<file path="src/rtl/crpe_pkg.sv">
// shared types and constants of the catmull-rom point evaluator
package crpe_pkg;

    // sizes of the data path
    localparam int MAX_POINTS    = 16;
    localparam int COORD_BITS    = 16;
    localparam int FRACTION_BITS = 16;
    localparam int PARAM_BITS    = 20;
    localparam int COUNT_BITS    = 5;
    localparam int IDX_BITS      = $clog2(MAX_POINTS);
    localparam int SEG_BITS      = PARAM_BITS - FRACTION_BITS;

    // four taps per segment, one table bank per tap
    localparam int NUM_TAPS      = 4;
    localparam int TAP_BITS      = 2;
    localparam int BANK_DEPTH    = MAX_POINTS / NUM_TAPS;
    localparam int BANK_BITS     = IDX_BITS - TAP_BITS;

    // queue between front and back
    localparam int Q_DEPTH       = 4;
    localparam int Q_PTR_BITS    = $clog2(Q_DEPTH);
    localparam int Q_CNT_BITS    = $clog2(Q_DEPTH + 1);

    // reset value of the point count
    localparam logic [COUNT_BITS-1:0] POINT_COUNT_RESET = COUNT_BITS'(4);

    // item operation codes
    typedef enum logic {
        OP_WRITE = 1'b0,
        OP_EVAL  = 1'b1
    } t_op;

    typedef logic signed [COORD_BITS-1:0] t_coord;

    // one evaluate item as handed from front to back
    typedef struct packed {
        t_coord [NUM_TAPS-1:0]    px;
        t_coord [NUM_TAPS-1:0]    py;
        logic [FRACTION_BITS-1:0] frac;
        logic                     oor;
    } t_q_entry;

    // queue fill status
    typedef struct packed {
        logic [Q_CNT_BITS-1:0] count;
        logic                  not_empty;
    } t_q_status;

endpackage

</file>
<file path="src/rtl/crpe_ifs.sv">
// channel interfaces: input items, result items, configuration writes

interface crpe_in_if;
    import crpe_pkg::*;
    logic                  valid;
    logic                  ready;
    t_op                   operation;
    logic [IDX_BITS-1:0]   point_index;
    t_coord                point_x;
    t_coord                point_y;
    logic [PARAM_BITS-1:0] curve_param;

    modport source (output valid, operation, point_index, point_x, point_y, curve_param,
                    input ready);
    modport sink   (input valid, operation, point_index, point_x, point_y, curve_param,
                    output ready);
endinterface


interface crpe_cfg_if;
    import crpe_pkg::*;
    logic                  valid;
    logic                  ready;
    logic [COUNT_BITS-1:0] data;

    modport source (output valid, data, input ready);
    modport sink   (input valid, data, output ready);
endinterface

</file>
<file path="src/rtl/crpe_front.sv">
// front end: item accept, banked point table, segment range check
module crpe_front (
    input  logic                 i_clk,
    input  logic                 i_rst_n,
    crpe_in_if.sink              i_item,
    crpe_cfg_if.sink             i_cfg,
    input  crpe_pkg::t_q_status  i_q_status,
    output logic                 o_push,
    output crpe_pkg::t_q_entry   o_entry
);
    import crpe_pkg::*;

    logic [COUNT_BITS-1:0]         r_point_count;
    logic                          r_s1_valid;
    logic [TAP_BITS-1:0]           r_rot;
    logic [FRACTION_BITS-1:0]      r_frac;
    logic                          r_oor;
    logic [2*COORD_BITS-1:0]       r_bank [NUM_TAPS][BANK_DEPTH];
    logic [2*COORD_BITS-1:0]       r_rd   [NUM_TAPS];

    logic                          accept;
    logic                          is_eval;
    logic [SEG_BITS-1:0]           seg;
    logic [TAP_BITS-1:0]           seg_lo;
    logic [BANK_BITS-1:0]          seg_hi;
    logic [COUNT_BITS-1:0]         eff_count;
    logic                          oor;
    logic [BANK_BITS-1:0]          bank_addr [NUM_TAPS];
    logic [Q_CNT_BITS-1:0]         used;

    // configuration is always taken
    assign i_cfg.ready = 1'b1;

    always_ff @(posedge i_clk) begin
        if (!i_rst_n) begin
            r_point_count <= POINT_COUNT_RESET;
        end else if (i_cfg.valid) begin
            r_point_count <= i_cfg.data;
        end
    end

    // queue slots held or reserved by the read stage
    assign used         = i_q_status.count + Q_CNT_BITS'(r_s1_valid);
    assign i_item.ready = used < Q_CNT_BITS'(Q_DEPTH);
    assign accept       = i_item.valid && i_item.ready;
    assign is_eval      = i_item.operation == OP_EVAL;

    // segment split and range check against the clamped point count
    assign seg    = i_item.curve_param[PARAM_BITS-1:FRACTION_BITS];
    assign seg_lo = seg[TAP_BITS-1:0];
    assign seg_hi = seg[IDX_BITS-1:TAP_BITS];

    always_comb begin
        if (r_point_count > COUNT_BITS'(MAX_POINTS)) begin
            eff_count = COUNT_BITS'(MAX_POINTS);
        end else begin
            eff_count = r_point_count;
        end
        oor = ({1'b0, seg} + (SEG_BITS+1)'(NUM_TAPS)) >
              (SEG_BITS+1)'(eff_count);
    end

    // each bank holds one tap of the segment; lower banks wrap to the next row
    always_comb begin
        for (int b = 0; b < NUM_TAPS; b++) begin
            if (TAP_BITS'(b) < seg_lo) begin
                bank_addr[b] = seg_hi + BANK_BITS'(1);
            end else begin
                bank_addr[b] = seg_hi;
            end
        end
    end

    // point table write and registered bank reads
    always_ff @(posedge i_clk) begin
        if (accept && !is_eval) begin
            r_bank[i_item.point_index[TAP_BITS-1:0]][i_item.point_index[IDX_BITS-1:TAP_BITS]]
                <= {i_item.point_x, i_item.point_y};
        end
        if (accept && is_eval) begin
            for (int b = 0; b < NUM_TAPS; b++) begin
                r_rd[b] <= r_bank[b][bank_addr[b]];
            end
            r_rot  <= seg_lo;
            r_frac <= i_item.curve_param[FRACTION_BITS-1:0];
            r_oor  <= oor;
        end
    end

    always_ff @(posedge i_clk) begin
        if (!i_rst_n) begin
            r_s1_valid <= 1'b0;
        end else begin
            r_s1_valid <= accept && is_eval;
        end
    end

    // rotate bank data into tap order and push
    always_comb begin
        for (int i = 0; i < NUM_TAPS; i++) begin
            o_entry.px[i] = r_rd[r_rot + TAP_BITS'(i)][2*COORD_BITS-1:COORD_BITS];
            o_entry.py[i] = r_rd[r_rot + TAP_BITS'(i)][COORD_BITS-1:0];
        end
        o_entry.frac = r_frac;
        o_entry.oor  = r_oor;
    end

    assign o_push = r_s1_valid;

endmodule

</file>
<file path="src/flat_wrapper.sv">
// flat-port wrapper written by rule: the top's interface ports become plain ports
module crpe_front_flat import crpe_pkg::*;
  (i_clk, i_rst_n, i_q_status, o_push, o_entry, i_item_valid, i_item_operation, i_item_point_index, i_item_point_x, i_item_point_y, i_item_curve_param, i_item_ready, i_cfg_valid, i_cfg_data, i_cfg_ready);
  crpe_in_if i_item_i ();
  crpe_cfg_if i_cfg_i ();
  input  logic i_clk;
  input  logic i_rst_n;
  input  crpe_pkg::t_q_status i_q_status;
  output logic o_push;
  output crpe_pkg::t_q_entry o_entry;
  input wire logic [$bits(i_item_i.valid)-1:0] i_item_valid;
  input wire logic [$bits(i_item_i.operation)-1:0] i_item_operation;
  input wire logic [$bits(i_item_i.point_index)-1:0] i_item_point_index;
  input wire logic [$bits(i_item_i.point_x)-1:0] i_item_point_x;
  input wire logic [$bits(i_item_i.point_y)-1:0] i_item_point_y;
  input wire logic [$bits(i_item_i.curve_param)-1:0] i_item_curve_param;
  output wire logic [$bits(i_item_i.ready)-1:0] i_item_ready;
  input wire logic [$bits(i_cfg_i.valid)-1:0] i_cfg_valid;
  input wire logic [$bits(i_cfg_i.data)-1:0] i_cfg_data;
  output wire logic [$bits(i_cfg_i.ready)-1:0] i_cfg_ready;
  assign i_item_i.valid = i_item_valid;
  assign i_item_i.operation = i_item_operation;
  assign i_item_i.point_index = i_item_point_index;
  assign i_item_i.point_x = i_item_point_x;
  assign i_item_i.point_y = i_item_point_y;
  assign i_item_i.curve_param = i_item_curve_param;
  assign i_item_ready = i_item_i.ready;
  assign i_cfg_i.valid = i_cfg_valid;
  assign i_cfg_i.data = i_cfg_data;
  assign i_cfg_ready = i_cfg_i.ready;
  crpe_front u_core (.i_clk(i_clk), .i_rst_n(i_rst_n), .i_item(i_item_i), .i_cfg(i_cfg_i), .i_q_status(i_q_status), .o_push(o_push), .o_entry(o_entry));
endmodule
</file>
<file path="config.mk">
export PLATFORM = sky130hd
export DESIGN_NAME = crpe_front_flat
export DESIGN_NICKNAME = d
export VERILOG_FILES = /design/src/rtl/crpe_pkg.sv /design/src/rtl/crpe_ifs.sv /design/src/rtl/crpe_front.sv /design/src/flat_wrapper.sv
export SDC_FILE = /design/constraint.sdc
export NUM_CORES = 1
export LEC_CHECK = 0
export ABC_AREA = 0
export BUFFER_PORTS_ARGS = -buffer_cell sky130_fd_sc_hd__buf_2
export CAP_MARGIN = 25
export CORE_ASPECT_RATIO = 0.9
export CORE_MARGIN = 2
export CORE_UTILIZATION = 40
export CTS_CLUSTER_SIZE = 10
export DETAILED_ROUTE_END_ITERATION = 12
export HOLD_SLACK_MARGIN = 0.15
export MAX_ROUTING_LAYER = met4
export SYNTH_ARGS = -nofsm -noshare
export SYNTH_HDL_FRONTEND = slang
export SYNTH_SLANG_ARGS = --single-unit
</file>
<file path="constraint.sdc">
create_clock -name i_clk -period 14.2 [get_ports i_clk]
set_input_delay 0.71 -clock i_clk [delete_from_list [all_inputs] [get_ports i_clk]]
set_output_delay 0.71 -clock i_clk [all_outputs]
set_load 0.05 [all_outputs]
</file>
# Yosys cells after proc, flatten, opt, wreduce, memory -nomap -nowiden
# Memory sizes are Yosys's and may differ from the RTL's. A register that Yosys moved wholly into a read port is not among the register bits.
# Cells that the tools add are included.
[totals]
mem_count = 2
input_bits = 70
rom_bits = 0
word_cells = 60
mem_bits_rw = 640
register_bits = 25
out_inout_bits = 148
latch_bits = 0
[memory_table]
columns = ["name", "depth", "width", "read_ports", "rd_clocked_by_memory_dff", "wr", "line_no", "rtl"]
rows = [
  ["u_core.r_bank", 4, 128, 4, 0, 1, "crpe_front.sv:18", "logic [2*COORD_BITS-1:0] r_bank [NUM_TAPS][BANK_DEPTH];"],
  ["u_core.r_rd", 4, 32, 4, 1, 4, "crpe_front.sv:19", "logic [2*COORD_BITS-1:0] r_rd [NUM_TAPS];"],
]
[classes]
n_div = 0
n_lt_le_gt_ge = 13
n_eq_ne = 0
bitwise = 5
reduce_logical = 5
shift = 0
multipliers = 0
muxes = 24
n_addsub = 6
[op_table]
columns = ["op", "count"]
rows = [
  ["32-bit two-way mux", 9],
  ["32-bit binary-select mux with 2-bit select", 4],
  ["128-bit two-way mux", 1],
  ["32-bit demux with 2-bit select", 1],
  ["3-bit greater-or-equal comparator (second input constant)", 5],
  ["2-bit inverter with 3-bit output", 5],
  ["2-bit two-way mux", 5],
  ["4-bit by 3-bit adder with 5-bit output (second input constant)", 1],
  ["5-bit > comparator", 1],
  ["5-bit > comparator (second input constant)", 1],
  ["5-bit two-way mux", 1],
  ["2-bit by 1-bit adder with 2-bit output (second input constant)", 2],
  ["2-bit adder (second input constant)", 2],
  ["1-bit logical AND", 4],
  ["1-bit by 2-bit < comparator with 1-bit output (first input constant)", 2],
  ["2-bit < comparator (first input constant)", 2],
  ["3-bit by 1-bit adder with 3-bit output", 1],
  ["3-bit by 1-bit < comparator with 1-bit output (second input constant)", 1],
  ["3-bit < comparator (second input constant)", 1],
  ["1-bit two-way mux", 3],
  ["1-bit logical NOT", 1],
]

# Depth between registers and ports, before layout
# Gate-level depths: netlist of run 1.
[depth]
depth_word = 6
mapped_depth = 6
depth_no_buf = 6

# Worst setup path before layout of run 1
# OpenSTA, ideal clock, no wires.
[synth_path]
path_type = "input -> register"
from = "input port i_q_status[2] (netlist name)"
to = "register with a tool-made name"
required_ns = 14.103
setup_ns = 0.097
arrival_time_ns = 9.515
path_stages = 3
n_path_buf = 0
slack_ns = 4.588
path_cell_list = "nand3_1 > mux2i_1 > mux2_2"
[synth_rtl]
columns = ["item", "line_no", "rtl"]
rows = [
  ["start: declaration", "flat_wrapper.sv:8", "input crpe_pkg::t_q_status i_q_status;"],
]

==> results_dict.tcl, run 1 <==
set metrics [dict create \
    slew_headroom_pct 31.8 \
    wl_per_cell_um 26.2 \
    post_cts_buffers 0 \
    final.fill_count 5361 \
    r2r.worst_path.cells 5 \
    antenna_found_initial 1 \
    tns_ns 0 \
    grt_pass1_wl_um 85200 \
    power_density_nw_per_um2 139 \
    synth-edff-count 659 \
    drtAntennaViolNets 0 \
    netlist_area_sq_um 26700 \
    grt_pass1_vias 12924 \
    timing_hold_violations_final 0 \
    htreeDepth 3 \
    tightest_slew_ns 1.02 \
    slowest_delay_ns 0.64 \
    synthMuxAreaShare_pct 22.2 \
    cp.depth 4 \
    synth.distinct_cells 33 \
    placed_cells 2110 \
    grt.overflow.total 0 \
    fin_cells 2217 \
    clk_pin_slew_worst_paths_ns 0.06 \
    yosysWarnings 0 \
    ys_seq_area_share_pct 74.7 \
    drt_iter0_drc 927 \
    critical_path_class "register to output pin" \
    synthAdderAreaFrac_pct 0.281 \
    hold_class "input port to register" \
    cts_root_buffer "clkbuf_16" \
    cpMostUsedCell "buf_4" \
    placementRows 89 \
    fmax_mhz 250 \
    critPathTopFamily "buffers and inverters" \
    clock_latency_ns 0.61 \
    critPathMaxFanout 48 \
    die_area_sq_um 68900 \
    finalSetupViolCount 0 \
    gp_congestion 0.702 \
    critPathBufInv 3 \
    core_region_area_sq_um 65800 \
    postSynth.asyncResetShare_pct 0 \
    first_pass_iters 5 \
    synth_compound_area_share_pct 0.0703 \
    start_kind "register" \
    finalNetCount 1403 \
    syn_nets 1135 \
    clock-sinks 667 \
    ys.flop_type "edfxtp_1" \
    fin_crit_ns 4.00 \
    status "finished clean" \
    fp.dieH_um 249 \
    start_util_pct 40.6 \
    clk_path_buf_depth 3 \
    holdPathStages 1 \
    totalPowerFinal_mw 4.34 \
    rrSetupSlack_ns 11.95 \
    cts_tree "done" \
    cts_hold_buf 0 \
    synth_cells 1059 \
    synth_xor_area_share_pct 0.258 \
    finalWirelength_um 58000 \
    place_ws_ns 10.37 \
    post_synth_and_or_nand_nor_area_fraction_pct 0.979 \
    cp-end-kind "output pin" \
    rsz0062_at_grt "no" \
    worst_ir_drop_vdd_mv 0.0763 \
    drv_cap 0 \
    skew_ns 0.0241 \
    synth_top_family_by_area "multiplexers" \
    port_buffers 215 \
    io_pins 218 \
    viasPerCell 5.58 \
    cts_buffers 78 \
    drcViolationCount 0 \
    vias 12362 \
    cp.required_ns 13.49 \
    grt_max_degree 151 \
    drive_above_1_share_pct 45.3 \
    arrival_ns 3.29 \
    hpwl_um 33000 \
    post_cts_resized 0 \
    leakagePower_nw 10.1 \
    synth-seq-cells 667 \
    fin_ws_ns 10.20 \
    maxSlewViolCount 0 \
    min_period_over_period_pct 28.2 \
    area_growth_pct 16.7 \
    crit_chain "buf_4 > buf_4 > mux4_2 > buf_2" \
    fp.dieW_um 276 \
    post_synth.cell_area_avg_sq_um 25.2 \
    critical_path.slowest_cell "buf_4" \
    grt_usage_pct 17.4 \
]
## routing by layer
| metal | share of wire [%] | GRT usage (%) | vias up |
|---|---|---|---|
| met5 | 0 | - | - |
| met4 | 1.7 | 4.00 | 0 |
| met3 | 4.3 | 3.22 | 75 |
| met2 | 51 | 28.4 | 343 |
| met1 | 43 | 23.0 | 6730 |
| li1 | - | - | 5214 |
## final timing paths
kind / endpoint / startpoint
hold / removal: u_core.r_frac[8]$_DFFE_PP_ / i_item_curve_param[8]
hold reg to reg: u_core.r_point_count[2]$_SDFFE_PN1P_ / u_core.r_point_count[2]$_SDFFE_PN1P_
setup / recovery: o_entry[101] / u_core.r_rot[1]$_DFFE_PP_
setup reg to reg: u_core.r_bank[2][111]$_DFFE_PP_ / u_core.o_push$_SDFF_PN0_
## worst register-to-register path, stage by stage (launching register included)
cell     delay (ns)
dfxtp_1        0.33
nand3_1        0.21
xnor2_2        0.25
buf_8          0.19
nor4_2         0.28
buf_4          0.58
## Yosys cell counts, types with 3 or more instances
cell / n / area [sq um]
mux4_1: 16 / 420
nor4_1: 16 / 100
buf_4: 3 / 22.5
inv_1: 4 / 15.0
buf_2: 31 / 155
mux4_2: 240 / 5410
clkbuf_1: 14 / 52.6
ha_1: 6 / 75.1
nand2_1: 7 / 26.3
mux2i_1: 8 / 80.1
nand2b_1: 5 / 31.3
edfxtp_1: 659 / 19800
buf_6: 12 / 135
nor2b_1: 6 / 37.5
dfxtp_1: 8 / 160
## where the power goes
| part | switching, mW | total (mW) | internal [mW] |
|---|---|---|---|
| logic | 0.218 | 0.345 | 0.126 |
| registers | 0.0209 | 2.22 | 2.20 |
| clock network | 0.728 | 1.78 | 1.05 |
## layout by cell type, fill, tap and decap left out, types with 3 or more instances in the layout
master     count
edfxtp_1     659
mux4_2       240
buf_2        214
clkbuf_16     79
buf_4         33
mux4_1        16
nor4_2        16
clkbuf_1      16
nand2_1        7
nor2b_1        6
ha_1           6
dfxtp_1        6
nand2b_1       5
mux2i_1        5
inv_1          4
mux2i_4        4
xnor2_4        3
## metrics by stage
| step | util, % | area [sq um] | hold WS [ns] |
|---|---|---|---|
| after floorplan | - | 26700 | 0.441 |
| after global placement | 44.0 | 28900 | 0.465 |
| after detailed placement | 44.0 | 29000 | 0.465 |
| after CTS | 47.3 | 31200 | 0.231 |
| after global routing | 47.4 | 31200 | 0.243 |
| final | 47.4 | 31200 | 0.277 |
## logic make-up after synthesis
logic type,count (synthesis)
muxes,267
buffers and inverters,67
DFF,667
xor gates and xnor gates,4
adders and majority gates,6
other,1
AOI/OAI and AO/OA,3
and+or+nand+nor,44
## layout make-up
| class | instances | area (sq um) | area share (%) |
|---|---|---|---|
| Antenna cell | 1 | 2.50 | 0.00803 |
| Clock buffer | 97 | 2060 | 6.62 |
| Clock inverter | 8 | 123 | 0.393 |
| Inverter | 5 | 18.8 | 0.0602 |
| Multi-Input combinational cell | 325 | 6550 | 21.0 |
| Sequential cell | 667 | 20000 | 64.0 |
| Tap cell | 864 | 1080 | 3.47 |
| Timing Repair Buffer | 250 | 1380 | 4.43 |
## state kept, by name (all words and copies together), names as in the netlist, named ones only
| name | count |
|---|---|
| u_core.r_point_count | 5 |
| u_core.r_oor | 1 |
| u_core.r_rd | 128 |
| u_core.r_frac | 16 |
| u_core.o_push | 1 |
| u_core.r_bank | 512 |
| u_core.r_rot | 2 |
(Power assumes the default switching activity.)
==> inputs of run 2 (changes only) <==
clock period = 3.3 ns   (was 14.2 ns; I/O delays follow)
==> results_dict.tcl, run 2 (synthesis results as in run 1) <==
set metrics [dict create \
    status "finished clean" \
    placementRows 89 \
    tightest_slew_ns 0.995 \
    post_cts_buffers 0 \
    power_density_nw_per_um2 583 \
    fp.dieW_um 276 \
    cts_tree "done" \
    clock-sinks 667 \
    post_cts_resized 0 \
    cp-end-kind "output pin" \
    drcViolationCount 0 \
    core_region_area_sq_um 65800 \
    critPathMaxFanout 17 \
    drive_above_1_share_pct 44.0 \
    leakagePower_nw 10.5 \
    timing_hold_violations_final 0 \
    critical_path_class "register to output pin" \
    antenna_found_initial 4 \
    htreeDepth 3 \
    multi_input_area_sq_um 6700 \
    worst_ir_drop_vdd_mv 0.323 \
    cp.required_ns 3.13 \
    slew_headroom_pct 32.3 \
    drv_cap 0 \
    crit_chain "buf_4 > mux4_2 > buf_2" \
    hpwl_um 34700 \
    r2r-start "u_core.o_push$_SDFF_PN0_" \
    grt_pass1_wl_um 88300 \
    min_from "i_item_curve_param[8]" \
    critical_path.slowest_cell "dfxtp_2" \
    finalSetupViolCount 0 \
    min_period_over_period_pct 78.2 \
    fin_util_pct 48.9 \
    fmax_mhz 387 \
    cts_buffers 78 \
    grt_pass1_vias 13432 \
    gp_congestion 0.745 \
    largest_reg_flops 512 \
    start_kind "register" \
    area_growth_pct 20.5 \
    start_util_pct 40.6 \
    clock_latency_ns 0.60 \
    io_pins 218 \
    finalWirelength_um 59900 \
    clk_pin_slew_worst_paths_ns 0.06 \
    final.fill_count 5266 \
    fp.dieH_um 249 \
    mostFrequentLayoutCells "edfxtp_1, mux4_2, buf_2" \
    drt_iter0_drc 1161 \
    skew_ns 0.0171 \
    cts_root_buffer "clkbuf_16" \
    viasPerCell 5.59 \
    drtAntennaViolNets 0 \
    clk_path_buf_depth 3 \
    grt_max_degree 71 \
    fin_crit_ns 2.58 \
    wl_per_cell_um 26.1 \
    hold_slack_ns 0.278 \
    hold_class "input port to register" \
    grt.overflow.total 0 \
    rsz0062_at_grt "no" \
    arrival_ns 2.42 \
    maxSlewViolCount 0 \
    final_common_cell "edfxtp_1" \
    port_buffers 215 \
    slowest_delay_ns 0.83 \
    finalNetCount 1486 \
    vias 12834 \
    final-seq-area_sq_um 20000 \
    first_pass_iters 7 \
    grt_usage_pct 18.1 \
    die_area_sq_um 68900 \
]
==> run 2: timing repair <==
item	in CTS	in global routing
hold endpoints to repair	546	0
hold buffers	69	0
setup endpoints to repair	0	0
==> run 2: layout make-up <==
type                       count  area share [%]
timing repair buffer         333            6.99
tap                          864            3.36
clock buffer                  88            6.38
antenna                        2          0.0156
sequential                   667            62.0
inverter                       5          0.0583
clock inverter                11           0.362
multi-input combinational    325            20.8
==> run 2: worst max-delay path, delay by kind of cell (launching register included) <==
kind                   cells  cell delay (ns)
DFF                        1             0.83
muxes                      1             0.38
buffers and inverters      2             0.59
==> run 2: metrics by stage <==
step	worst slack [ns]	power (mW)	area (sq um)	setup TNS [ns]	cells
global route	0.656	19.4	32200	0	2295
detailed placement	0.982	11.3	29300	0	2125
global placement	1.04	11.2	29300	0	2125
CTS	0.650	19.0	32200	0	2293
finish	0.719	18.8	32200	0	2295
floorplan	-0.625	10.8	26900	-74.28	1059
==> run 2: power breakdown <==
part	internal, mW	switching [mW]	total, mW	leakage [nW]
clock	4.51	3.09	7.60	1.07
combinational	0.629	0.997	1.63	3.44
sequential	9.45	0.0788	9.53	6.02
total	14.6	4.17	18.8	10.5
==> run 2: metal layers <==
metal | vias up | track usage (%) | wire length, um
met5 | - | - | 0
met4 | 0 | 5.09 | 1160
met3 | 85 | 3.34 | 3250
met2 | 390 | 27.2 | 28400
met1 | 6981 | 25.4 | 27100
li1 | 5378 | - | -
==> run 2: worst paths after layout <==
path | endpoint | slack [ns] | cells after the start
setup / recovery | o_entry[82] | 0.72 | 3
hold / removal | u_core.r_frac[8]$_DFFE_PP_ | 0.28 | 2
setup reg to reg | u_core.r_bank[2][72]$_DFFE_PP_ | 1.04 | 5
hold reg to reg | u_core.r_rd[0][5]$_DFFE_PP_ | 0.61 | 1
