===== config.mk =====
export PLATFORM = sky130hd
export DESIGN_NAME = crpe_queue
export DESIGN_NICKNAME = d
export VERILOG_FILES = /design/src/rtl/crpe_pkg.sv /design/src/rtl/crpe_queue.sv
export SDC_FILE = /design/constraint.sdc
export NUM_CORES = 1
export LEC_CHECK = 0
export ABC_AREA = 1
export ABC_CLOCK_PERIOD_IN_PS = 4400
export BUFFER_PORTS_ARGS = -buffer_cell sky130_fd_sc_hd__buf_4
export CAP_MARGIN = 20
export CORE_MARGIN = 5
export CORE_UTILIZATION = 55
export DETAILED_ROUTE_END_ITERATION = 10
export PLACE_DENSITY = 0.87
export SETUP_SLACK_MARGIN = 0.2
export SYNTH_ARGS = -nofsm -noshare
export SYNTH_HDL_FRONTEND = slang
export SYNTH_SLANG_ARGS = --single-unit

===== constraint.sdc =====
create_clock -name i_clk -period 4.4 [get_ports i_clk]
set_input_delay 0.22 -clock i_clk [delete_from_list [all_inputs] [get_ports i_clk]]
set_output_delay 0.22 -clock i_clk [all_outputs]
set_load 0.01 [all_outputs]

===== src/rtl/crpe_pkg.sv =====
// shared types and constants of the catmull-rom point evaluator
package crpe_pkg;

    // sizes of the data path
    localparam int MAX_POINTS    = 16;
    localparam int COORD_BITS    = 16;
    localparam int FRACTION_BITS = 16;
    localparam int PARAM_BITS    = 20;
    localparam int COUNT_BITS    = 5;
    localparam int IDX_BITS      = $clog2(MAX_POINTS);
    localparam int SEG_BITS      = PARAM_BITS - FRACTION_BITS;

    // four taps per segment, one table bank per tap
    localparam int NUM_TAPS      = 4;
    localparam int TAP_BITS      = 2;
    localparam int BANK_DEPTH    = MAX_POINTS / NUM_TAPS;
    localparam int BANK_BITS     = IDX_BITS - TAP_BITS;

    // queue between front and back
    localparam int Q_DEPTH       = 4;
    localparam int Q_PTR_BITS    = $clog2(Q_DEPTH);
    localparam int Q_CNT_BITS    = $clog2(Q_DEPTH + 1);

    // reset value of the point count
    localparam logic [COUNT_BITS-1:0] POINT_COUNT_RESET = COUNT_BITS'(4);

    // item operation codes
    typedef enum logic {
        OP_WRITE = 1'b0,
        OP_EVAL  = 1'b1
    } t_op;

    typedef logic signed [COORD_BITS-1:0] t_coord;

    // one evaluate item as handed from front to back
    typedef struct packed {
        t_coord [NUM_TAPS-1:0]    px;
        t_coord [NUM_TAPS-1:0]    py;
        logic [FRACTION_BITS-1:0] frac;
        logic                     oor;
    } t_q_entry;

    // queue fill status
    typedef struct packed {
        logic [Q_CNT_BITS-1:0] count;
        logic                  not_empty;
    } t_q_status;

endpackage


===== src/rtl/crpe_queue.sv =====
// short fifo between front and back
module crpe_queue (
    input  logic                 i_clk,
    input  logic                 i_rst_n,
    input  logic                 i_push,
    input  crpe_pkg::t_q_entry   i_entry,
    input  logic                 i_pop,
    output crpe_pkg::t_q_entry   o_entry,
    output crpe_pkg::t_q_status  o_status
);
    import crpe_pkg::*;

    t_q_entry              r_mem [Q_DEPTH];
    logic [Q_PTR_BITS-1:0] r_wr_ptr;
    logic [Q_PTR_BITS-1:0] r_rd_ptr;
    logic [Q_CNT_BITS-1:0] r_count;

    // storage
    always_ff @(posedge i_clk) begin
        if (i_push) begin
            r_mem[r_wr_ptr] <= i_entry;
        end
    end

    // pointers and fill count
    always_ff @(posedge i_clk) begin
        if (!i_rst_n) begin
            r_wr_ptr <= '0;
            r_rd_ptr <= '0;
            r_count  <= '0;
        end else begin
            if (i_push) begin
                r_wr_ptr <= r_wr_ptr + Q_PTR_BITS'(1);
            end
            if (i_pop) begin
                r_rd_ptr <= r_rd_ptr + Q_PTR_BITS'(1);
            end
            r_count <= r_count + Q_CNT_BITS'(i_push) - Q_CNT_BITS'(i_pop);
        end
    end

    assign o_entry            = r_mem[r_rd_ptr];
    assign o_status.count     = r_count;
    assign o_status.not_empty = r_count != '0;

endmodule


-- Word-level counts from Yosys, hierarchy flattened
Memory sizes are Yosys's and may differ from the RTL's. A register that Yosys moved wholly into a read port is not among the register bits.
Index checks and enable logic that the tools add are counted.
- add/subtract/negate cells: 4
- multiplexer cells: 4
- reduce and logical (&&, ||, !) cells: 1
- operators by type and width (kind ; number):
    adder 2 x 1 -> 2 bit (second input constant) ; 2
    two-way mux 2 bit ; 2
    adder 3 x 1 -> 3 bit ; 1
    nonzero test 3 bit ; 1
    subtractor 3 x 1 -> 3 bit ; 1
    two-way mux 1 bit ; 2
- register bits: 7
- memory bits (writable): 580
- output and inout bits: 149
- word-level logic and storage cells: 13
- memories kept: 1
- memories (name ; depth ; bits a word ; read ports ; clocked after Yosys merged registers in ; write ports ; RTL line ; text):
    r_mem ; 4 ; 145 ; 1 ; 1 ; 1 ; crpe_queue.sv:13 ; t_q_entry r_mem [Q_DEPTH];

-- Logic depth before layout (Yosys ltp)
Gate-level depths: netlist of the first run.
- depth in word-level cells: 3
- depth in mapped cells: 8
- depth with buffers taken out: 8

-- Worst setup path after synthesis of the first run
OpenSTA, ideal clock, no wires.
- kind: register to register
- from: register r_wr_ptr[0]
- to: memory r_mem[2][0] (netlist name), enable pin
- setup time: 498 ps
- arrival: 3378 ps
- data required time: 3902 ps
- path slack: 524 ps
- cell stages (with the launch flop): 5
- path buffers: 0
- period minus slack after synthesis: 3876 ps
- cells stage by stage: dfxtp_1 -> inv_1 -> ha_1 -> nand2_1 -> inv_1
- RTL lines (element ; RTL line ; text):
    start: declaration ; crpe_queue.sv:14 ; logic [Q_PTR_BITS-1:0] r_wr_ptr;
    start signal: assignment ; crpe_queue.sv:33 ; r_wr_ptr <= r_wr_ptr + Q_PTR_BITS'(1);
    end: declaration ; crpe_queue.sv:13 ;
Straight into the memory's write port.

==> results of run 1 <==
cell usage in the layout, fill, tap and decap left out, drive strengths merged, types with 6 or more instances in the layout:
master,netlist,final
inv,305,305
clkinv,0,27
edfxtp,580,580
clkbuf,34,65
dfxtp,9,9
nand2,300,300
bufinv,0,6
a21oi,151,151
o21ai,149,149
o211ai,145,145
dlygate4sd3,0,149
buf,63,318
diode,0,7
ha,6,6
per-layer routing:
layer / track usage / share of wire / vias up
met4: 0.0894 / 0.036 / 2
met2: 0.377 / 0.51 / 546
met3: 0.0417 / 0.069 / 129
met5: 0 / 0.00024 / -
met1: 0.274 / 0.39 / 7294
li1: - / - / 6956
stage by stage:
stage	hold WS [ns]	utilization
6_report	0.370	0.693
5_1_grt	0.351	0.693
4_1_cts	0.325	0.693
3_5_place_dp	0.422	0.617
3_3_place_gp	0.419	0.617
2_1_floorplan	0.312	-
power by group through the flow:
stage	Sequential, µW	Combinational [µW]	Clock [µW]
2_1_floorplan	6620	724	0
3_3_place_gp	6620	1300	0
5_1_grt	6540	1600	5020
4_1_cts	6520	1470	4760
6_report	6520	1480	4720
3_5_place_dp	6640	1340	0
kinds of logic (layout without fill, tap and decap cells):
logic type	count (synthesis)	after routing	share of synthesized area
simple gates	303	303	0.0477
fa+ha+maj	7	7	0.00398
flops	589	589	0.736
compound gates	445	445	0.139
other cells	0	7	0
buf+inv	402	873	0.0737
sequential cells by signal, indices dropped and copies added (netlist names), named ones only:
register and cells:
r_wr_ptr 2, r_rd_ptr 2, r_mem 580, r_count 3
worst max-delay path: stages (launching register included):
cell,delay [ns]
dfxtp_4,1.05
buf_4,0.57
a21oi_1,0.12
o21ai_0,0.17
nand2_1,0.10
buf_4,0.16
final timing paths:
| check | cells after the start | slack [ns] | endpoint | startpoint |
|---|---|---|---|---|
| hold reg to reg | 1 | 0.48 | register | r_rd_ptr[0] |
| hold / removal | 2 | 0.37 | r_mem[1][79] | i_entry[79] |
| setup reg to reg | 4 | 2.15 | r_mem[3][61] | r_wr_ptr[0] |
| setup / recovery | 5 | 1.38 | o_entry[79] | register |
final cells by class:
cell class	instances	area, µm²	area share
tap	585	732	0.0245
clock inverter	36	319	0.0107
sequential	589	17600	0.590
multi-input combinational	755	4550	0.152
timing repair buffer	467	4020	0.135
inverter	305	1160	0.0390
antenna	7	17.5	0.000587
clock buffer	65	1460	0.0488
repair_timing:
action / CTS / global route
endpoints found under the hold margin: 589 / 0
resized for setup: 0 / 0
hold buffers: 149 / 0
==> run metrics, run 1 <==
fin. max-slew vios 0; final hold vios 0; core box area 43,100 µm²; Cell Count, Final, Fillers Out 2,809; initial core utilization 0.555; Main synth FF type edfxtp_1; wire per inst 18.9 µm; syn nets 1,902; first-pass GRT wire length 81,900 µm; # H-tree levels 2; Vert. Die Dim 218 µm; TNS Setup 0 ns; Pwr Total between 10,000 and 15,000 µW; cells after synthesis about 1,700; final setup vio count 0; fmax 0.331 GHz; post-DP HPWL 29,200 µm; Hold Crit Class in -> reg; latest clock arrival within the worst-skew pair 0.60 ns; CP startpoint kind register; Crit Path Class reg -> out; Worst Path Max Fanout between 70 and 80; min Tclk post-route 3.02 ns; Slew headroom 0.246; synth unique cells 19; Layout area overhead 24.9%; Overflow after GRT 0; CP endpoint kind primary output; asr flop ratio synth 0; final net count roughly 2,300; sw frac 0.234; Longest Clk Path Bufs 3; Placed Instances 2,552; RSZ-0062 raised after global routing no; required time of the critical path 4.18 ns; skew final 0.0176 ns; power density over the cells 426 nW/µm²; die area 47,700 µm²; DRT Pass-1 Iters 6; Lkg Pwr 0.0115 µW; vias in the first global route 15,452; filler instances 2,650; largest net degree at the start of global routing 128; Rows 76; PortBufs 297; # Post-CTS Setup Buffers 0; commonest cells in the synthesized netlist 580 x edfxtp_1, 303 x inv_1, 300 x nand2_1, 151 x a21oi_1, 145 x o211ai_2; mean cell area of the mapped netlist 13.7 µm²; power share of the clock group 0.371; top post-synthesis cells by area edfxtp_1 73%, o211ai_2 7.6%, inv_1 4.8%; io pins 298; Comb pwr share 0.116; detailed-route DRC error count 0; Seq/Total Area, Yosys 0.736; Via density 5.31; Max Cap Violations 0; Post-synth EDFFs 580; Final WS setup about 1.4 ns; mapped cell area approximately 24,000 µm²; internal power 9750 µW; Vias 14,927; Flop pwr share 0.513; period utilisation layout 0.687; GRT Util Overall 0.219; Sink Count slightly below 600; status complete, no violations; post-placement setup slack around 2.1 ns; ANT nets after route 0; Synth area leader edfxtp_1; Num CTS Buffers 56; YS warnings 0; Worst-Margin Slew ~1.1 ns; Design Area, Final 29,900 µm²; peak supply drop approximately 0.35 mV; RePlAce Congestion 0.760; root buffer selected by CTS clkbuf_16; total wire length 53,200 µm; placed cell areas 26,600 µm²; most common cell in the synthesized netlist edfxtp_1; P_sw 2970 µW; DR iter-0 viols between 1,000 and 1,500; CTS clk-pin slew, worst paths roughly 0.080 ns; CTS tree built; top-area cell type share of the netlist area 0.728; initial antenna violation count 6; Worst Path Arrival 2.80 ns; layout cells sized above 1 0.248; Die X between 200 and 250 µm; Seq cells post-synth 589
Power figures use the tool's default switching activity.
==> inputs of run 2 (changes only) <==
--- a/config.mk
+++ b/config.mk
@@ -6,11 +6,11 @@
 export NUM_CORES = 1
 export LEC_CHECK = 0
 export ABC_AREA = 1
-export ABC_CLOCK_PERIOD_IN_PS = 4400
+export ABC_CLOCK_PERIOD_IN_PS = 2600
 export BUFFER_PORTS_ARGS = -buffer_cell sky130_fd_sc_hd__buf_4
 export CAP_MARGIN = 20
 export CORE_MARGIN = 5
-export CORE_UTILIZATION = 55
+export CORE_UTILIZATION = 52
 export DETAILED_ROUTE_END_ITERATION = 10
 export PLACE_DENSITY = 0.87
 export SETUP_SLACK_MARGIN = 0.2
==> constraint.sdc (replaced) <==
create_clock -name i_clk -period 2.6 [get_ports i_clk]
set_input_delay 0.13 -clock i_clk [delete_from_list [all_inputs] [get_ports i_clk]]
set_output_delay 0.13 -clock i_clk [all_outputs]
set_load 0.01 [all_outputs]
==> run 2 against run 1 <==
Critical path depth unchanged; register-to-register slack got worse by 1.6 ns; sequential share of layout area is 1.0 points lower; wire length increased by 2.3%; first-iteration DRC count down 8.9%.
==> run metrics, run 2 (synthesis results as in run 1) <==
Slew headroom 0.465; CP startpoint kind register; post-layout util 0.668; internal power 16,800 µW; initial core utilization 0.526; first-pass GRT wire length 83,200 µm; vias in the first global route 15,545; PortBufs a little under 300; peak supply drop 0.616 mV; detailed-route DRC error count 0; Num CTS Buffers 58; total wire length 54,400 µm; multi-input logic area ~4600 µm²; Placed Instances 2,588; core box area 45,500 µm²; filler instances 2,906; Longest Clk Path Bufs 3; Worst Path Max Fanout 83; Hold Crit Class in -> reg; power share of the clock group 0.378; fmax approximately 0.43 GHz; wire per inst 19.1 µm; CP endpoint kind primary output; Cells on Worst Hold Path 2; power density over the cells 722 nW/µm²; CTS tree built; period utilisation layout 0.885; DR iter-0 viols roughly 1,200; GRT Util Overall 0.209; Vias roughly 15,000; final net count 2,354; Worst Path Arrival roughly 2.2 ns; Comb pwr share 0.121; grt met1 use 0.250; Die X between 200 and 250 µm; worst path cell trace buf_12 > a21oi_1 > o21ai_0 > nand2_1 > buf_4; Top delay family on crit path buffers and inverters; sw frac 0.232; Layout area overhead 27.1%; Overflow after GRT 0; Worst-Margin Slew about 0.8 ns; Sink Count 589; Cell Count, Final, Fillers Out ~2,900; RePlAce Congestion slightly below 0.8; R2R depth 5; met3 usage in global routing 0.0453; grt peak-use layer met2; Slowest cell on crit path dfxtp_4; RSZ-0062 raised after global routing no; required time of the critical path 2.47 ns; Final WS setup ~0.3 ns; min Tclk post-route 2.30 ns; Flop pwr share 0.501; post-placement setup slack 0.549 ns; Vert. Die Dim about 220 µm; final setup vio count 0; skew final 0.0209 ns; max reg flops 580; DRT Pass-1 Iters 5; CTS clk-pin slew, worst paths 0.06 ns; final hold slack about 0.28 ns; # H-tree levels 2; Via density 5.24; layout cells sized above 1 0.262; P_sw a little over 5000 µW; final hold vios 0; Lkg Pwr 0.0117 µW; Max Cap Violations 0; Rows 78; ANT nets after route 0; Worst path depth 5; io pins between 200 and 300; Biggest register r_mem; Crit Path Class reg -> out; latest clock arrival within the worst-skew pair 0.60 ns; die area 50,400 µm²; most common cell after layout, fill and taps aside edfxtp_1; GRT met2 Usage 0.382; root buffer selected by CTS clkbuf_16; post-DP HPWL 30,600 µm; most frequent cells in the layout 580 x edfxtp_1, 312 x buf_4, 297 x inv_1, 296 x nand2_1, 151 x a21oi_1; largest net degree at the start of global routing 109; fin. max-slew vios 0; Buffers & Inverters on Critical Path 2; status complete, no violations; initial antenna violation count 7; sequential cell area between 15,000 and 20,000 µm²; slowest cell delay on critical path 0.54 ns; Top Registers r_mem x580, r_count x3
[run 2: cell types whose count changed in the layout (fill, tap and decap cells not counted), moves of 4 or more]
cell | before | now
buf_12 | 11 | 26
buf_4 | 307 | 312
clkbuf_16 | 57 | 61
clkinvlp_4 | 3 | 7
nand2_1 | 300 | 296
nand2_2 | 0 | 4
[run 2: cell type report]
| class | count | area share |
|---|---|---|
| clock buffers | 68 | 0.0511 |
| inverters | 305 | 0.0382 |
| clock inverters | 40 | 0.0117 |
| repair buffers | 489 | 0.144 |
| diodes | 6 | 0.000494 |
| well taps | 600 | 0.0247 |
| flip-flops and latches | 589 | 0.579 |
| multi-input cells | 755 | 0.150 |
[run 2: per-stage QoR]
step                power [µW]  area (µm²)  TNS, ns
floorplan                12400       23900  -309.59
global placement         13500       27000        0
detailed placement       13600       27000        0
CTS                      22000       30400        0
global route             22800       30400        0
finish                   21900       30400        0
[run 2: timing repair]
action / in CTS / in global routing
setup endpoints to repair: 1 / 62
hold buffers: 149 / 0
setup buffers: 0 / 1
gates cloned: 0 / 0
gates resized for setup: 1 / 0
hold endpoints to repair: 589 / 0
[run 2: power by group through the flow]
stage               combinational [µW]  clock, µW  sequential, µW
finish                            2650       8290           11000
global route                      2860       8890           11000
CTS                               2620       8420           11000
detailed placement                2410          0           11200
global placement                  2320          0           11200
floorplan                         1230          0           11200
[run 2: worst register-to-register path: cells and delay by family, from the launching register on]
| kind | cells | cell delay, ns |
|---|---|---|
| flip-flops | 1 | 0.36 |
| AND/OR/NAND/NOR | 1 | 0.08 |
| buffers and inverters | 3 | 1.15 |
| adder cells (fa/ha/maj) | 1 | 0.18 |
[run 2: per-layer routing]
| metal | routed length (µm) | part of all wire |
|---|---|---|
| met1 | 20700 | 0.38 |
| met5 | 13 | 0.00024 |
| met4 | 1370 | 0.025 |
| met3 | 3690 | 0.068 |
| met2 | 28700 | 0.53 |
[run 2: path summary, 6_finish.rpt]
path              slack (ns)       endpoint         from
setup / recovery        0.30    o_entry[99]     register
hold / removal          0.28   r_mem[2][44]  i_entry[44]
setup reg to reg        0.52  r_mem[0][142]  r_wr_ptr[0]
hold reg to reg         0.46       register  r_rd_ptr[1]
==> inputs of run 3 (changes only) <==
--- a/config.mk
+++ b/config.mk
@@ -5,14 +5,13 @@
 export SDC_FILE = /design/constraint.sdc
 export NUM_CORES = 1
 export LEC_CHECK = 0
-export ABC_AREA = 1
 export ABC_CLOCK_PERIOD_IN_PS = 2600
 export BUFFER_PORTS_ARGS = -buffer_cell sky130_fd_sc_hd__buf_4
 export CAP_MARGIN = 20
 export CORE_MARGIN = 5
-export CORE_UTILIZATION = 52
+export CORE_UTILIZATION = 51
 export DETAILED_ROUTE_END_ITERATION = 10
-export PLACE_DENSITY = 0.87
+export PLACE_DENSITY = 0.86
 export SETUP_SLACK_MARGIN = 0.2
 export SYNTH_ARGS = -nofsm -noshare
 export SYNTH_HDL_FRONTEND = slang
==> run 3 against run 2 <==
Sequential cell count stayed put; sequential power barely moved; clock skew down 0.011 ns; worst setup slack better by 0.0043 ns; synthesized cell count fell by 54%; power shrank 1.0%; first-iteration DRC count fell by 29%; critical path depth did not move; synthesized area down 11%; cell area fell by 7.9%; global-route usage about the same; critical path type unchanged; critical endpoint is now o_entry[107]; largest cell class unchanged; largest power group unchanged.
==> run metrics, run 3 <==
status complete, no violations; asr flop ratio synth 0; Die X between 200 and 250 µm; post-DP HPWL 26,700 µm; first-pass GRT wire length about 73,000 µm; P_sw 4800 µW; latest clock arrival within the worst-skew pair between 0.5 and 0.6 ns; CP endpoint kind primary output; Top Registers r_mem x580, r_count x3; initial core utilization 0.512; core box area 41,700 µm²; Layout area overhead 31.3%; placed cell areas 24,500 µm²; Pwr Total 21,700 µW; total wire length 48,000 µm; DRT Pass-1 Iters 5; Hold Crit Class in -> reg; Worst Path Arrival about 2.2 ns; commonest cells in the synthesized netlist 580 x edfxtp_1, 145 x mux4_2, 16 x buf_2, 9 x dfxtp_1; mapped cell area roughly 21,000 µm²; RSZ-0062 raised after global routing yes; period utilisation layout 0.883; peak supply drop 0.834 mV; Lkg Pwr 0.00958 µW; required time of the critical path 2.47 ns; layout cells sized above 1 0.425; Main synth FF type edfxtp_1; mean cell area of the mapped netlist 26.7 µm²; Max Cap Violations 0; wire per inst 25.2 µm; sw frac 0.221; min Tclk post-route 2.30 ns; largest net degree at the start of global routing 70; synth unique cells 19; Design Area, Final around 28,000 µm²; TNS Setup 0 ns; CTS tree built; post-layout util 0.672; top-area cell type share of the netlist area 0.817; Rows 75; Seq/Total Area, Yosys 0.825; final setup vio count 0; io pins 298; DR iter-0 viols 868; detailed-route DRC error count 0; skew final 0.00978 ns; initial antenna violation count 5; Vert. Die Dim 214 µm; fmax ~0.44 GHz; vias in the first global route around 11,000; syn nets 955; most common cell after layout, fill and taps aside edfxtp_1; Via density 5.50; final net count approximately 1,500; top post-synthesis cells by area edfxtp_1 82%, mux4_2 15%, dfxtp_1 0.84%; Seq cells post-synth 589; YS warnings 0; CP startpoint kind register; Worst Path Max Fanout 22; Worst-Margin Slew ~0.6 ns; Slew headroom 0.599; Overflow after GRT 0; RePlAce Congestion 0.749; Final WS setup 0.303 ns; most common cell in the synthesized netlist edfxtp_1; # H-tree levels 2; root buffer selected by CTS clkbuf_16; Crit Path Class reg -> out; CTS clk-pin slew, worst paths 0.06 ns; filler instances 2,479; post-placement setup slack slightly above 0.7 ns; Comb pwr share 0.120; most frequent cells in the layout 580 x edfxtp_1, 316 x buf_4, 148 x dlygate4sd3_1, 145 x mux4_2, 58 x clkbuf_16; internal power 16,900 µW; Flop pwr share 0.509; Synth area leader edfxtp_1; Vias 10,461; Sink Count 589; max reg flops 580; PortBufs between 200 and 300; ANT nets after route 0; Biggest register r_mem; power density over the cells 776 nW/µm²; Num CTS Buffers 56; Post-synth EDFFs 580; GRT Util Overall 0.209; fin. max-slew vios 0; Longest Clk Path Bufs 3; cells after synthesis approximately 800; power share of the clock group 0.371; die area 46,000 µm²; final hold vios 0
## run 3: cell count changes after synthesis, sizes merged, moves of 28 or more
| cell | previous run | this run |
|---|---|---|
| inv | 305 | 7 |
| a21oi | 151 | 1 |
| buf | 63 | 26 |
| o21ai | 149 | 0 |
| nand2 | 300 | 0 |
| clkbuf | 34 | 6 |
| mux4 | 0 | 145 |
| o211ai | 145 | 0 |
## run 3: worst paths after layout
check,from,endpoint,slack (ns),depth (start not counted)
worst max-delay path,register,o_entry[107],0.30,5
worst min register to register,r_rd_ptr[0],register,0.53,2
worst max register to register,r_wr_ptr[0],r_mem[0][137],0.76,4
worst min-delay path,i_entry[105],r_mem[2][105],0.28,2
## run 3: kinds of logic (layout without fill, tap and decap cells)
kind of cell / after synthesis / count (layout) / share of synthesized area
and+or+nand+nor: 13 / 13 / 0.00329
xor gates and xnor gates: 3 / 3 / 0.00194
other: 0 / 4 / 0
AOI/OAI and AO/OA: 2 / 2 / 0.000704
buffers and inverters: 39 / 600 / 0.0108
DFF: 589 / 589 / 0.825
adders and majority gates: 7 / 7 / 0.00446
muxes: 146 / 146 / 0.154
## run 3: per-layer routing
metal / vias up / wire length (µm) / GRT usage
met4: 2 / 841 / 0.0481
met5: - / 13 / 0
met1: 5425 / 17800 / 0.263
met2: 480 / 25900 / 0.370
li1: 4495 / - / -
met3: 59 / 3530 / 0.0524
## run 3: what timing repair did
action,CTS,global route
hold buffers,148,0
endpoints found under the setup margin,109,10
gates cloned,1,1
buffers inserted,6,1
gates resized for setup,2,1
endpoints found under the hold margin,589,0
## run 3: worst max-delay path: stages (launching register included)
cell and delay [ns]:
dfxtp_4 0.38, buf_12 0.14, buf_12 0.11, buf_16 0.19
mux4_2 0.57, buf_4 0.17
## run 3: power by group through the flow
stage | Clock [µW] | Combinational [µW] | Sequential (µW)
after global placement | 0 | 2270 | 11200
after detailed placement | 0 | 2320 | 11300
after CTS | 8180 | 2600 | 11000
final | 8050 | 2600 | 11100
after global routing | 8670 | 2770 | 11100
after floorplan | 0 | 1160 | 11200
## run 3: cell type report
type	instances	area (µm²)	area share
clock buffers	62	1450	0.0516
flip-flops and latches	589	17600	0.629
diodes	4	10.0	0.000358
inverters	7	26.3	0.000939
repair buffers	487	4340	0.155
multi-input cells	171	3510	0.125
well taps	539	674	0.0241
clock inverters	44	387	0.0138
## run 3: metrics by stage
| stage | std cells | hold WS, ns |
|---|---|---|
| after floorplan | 799 | 0.229 |
| after global routing | 1902 | 0.244 |
| final | 1903 | 0.277 |
| after detailed placement | 1636 | 0.332 |
| after CTS | 1897 | 0.231 |
| after global placement | 1636 | 0.328 |
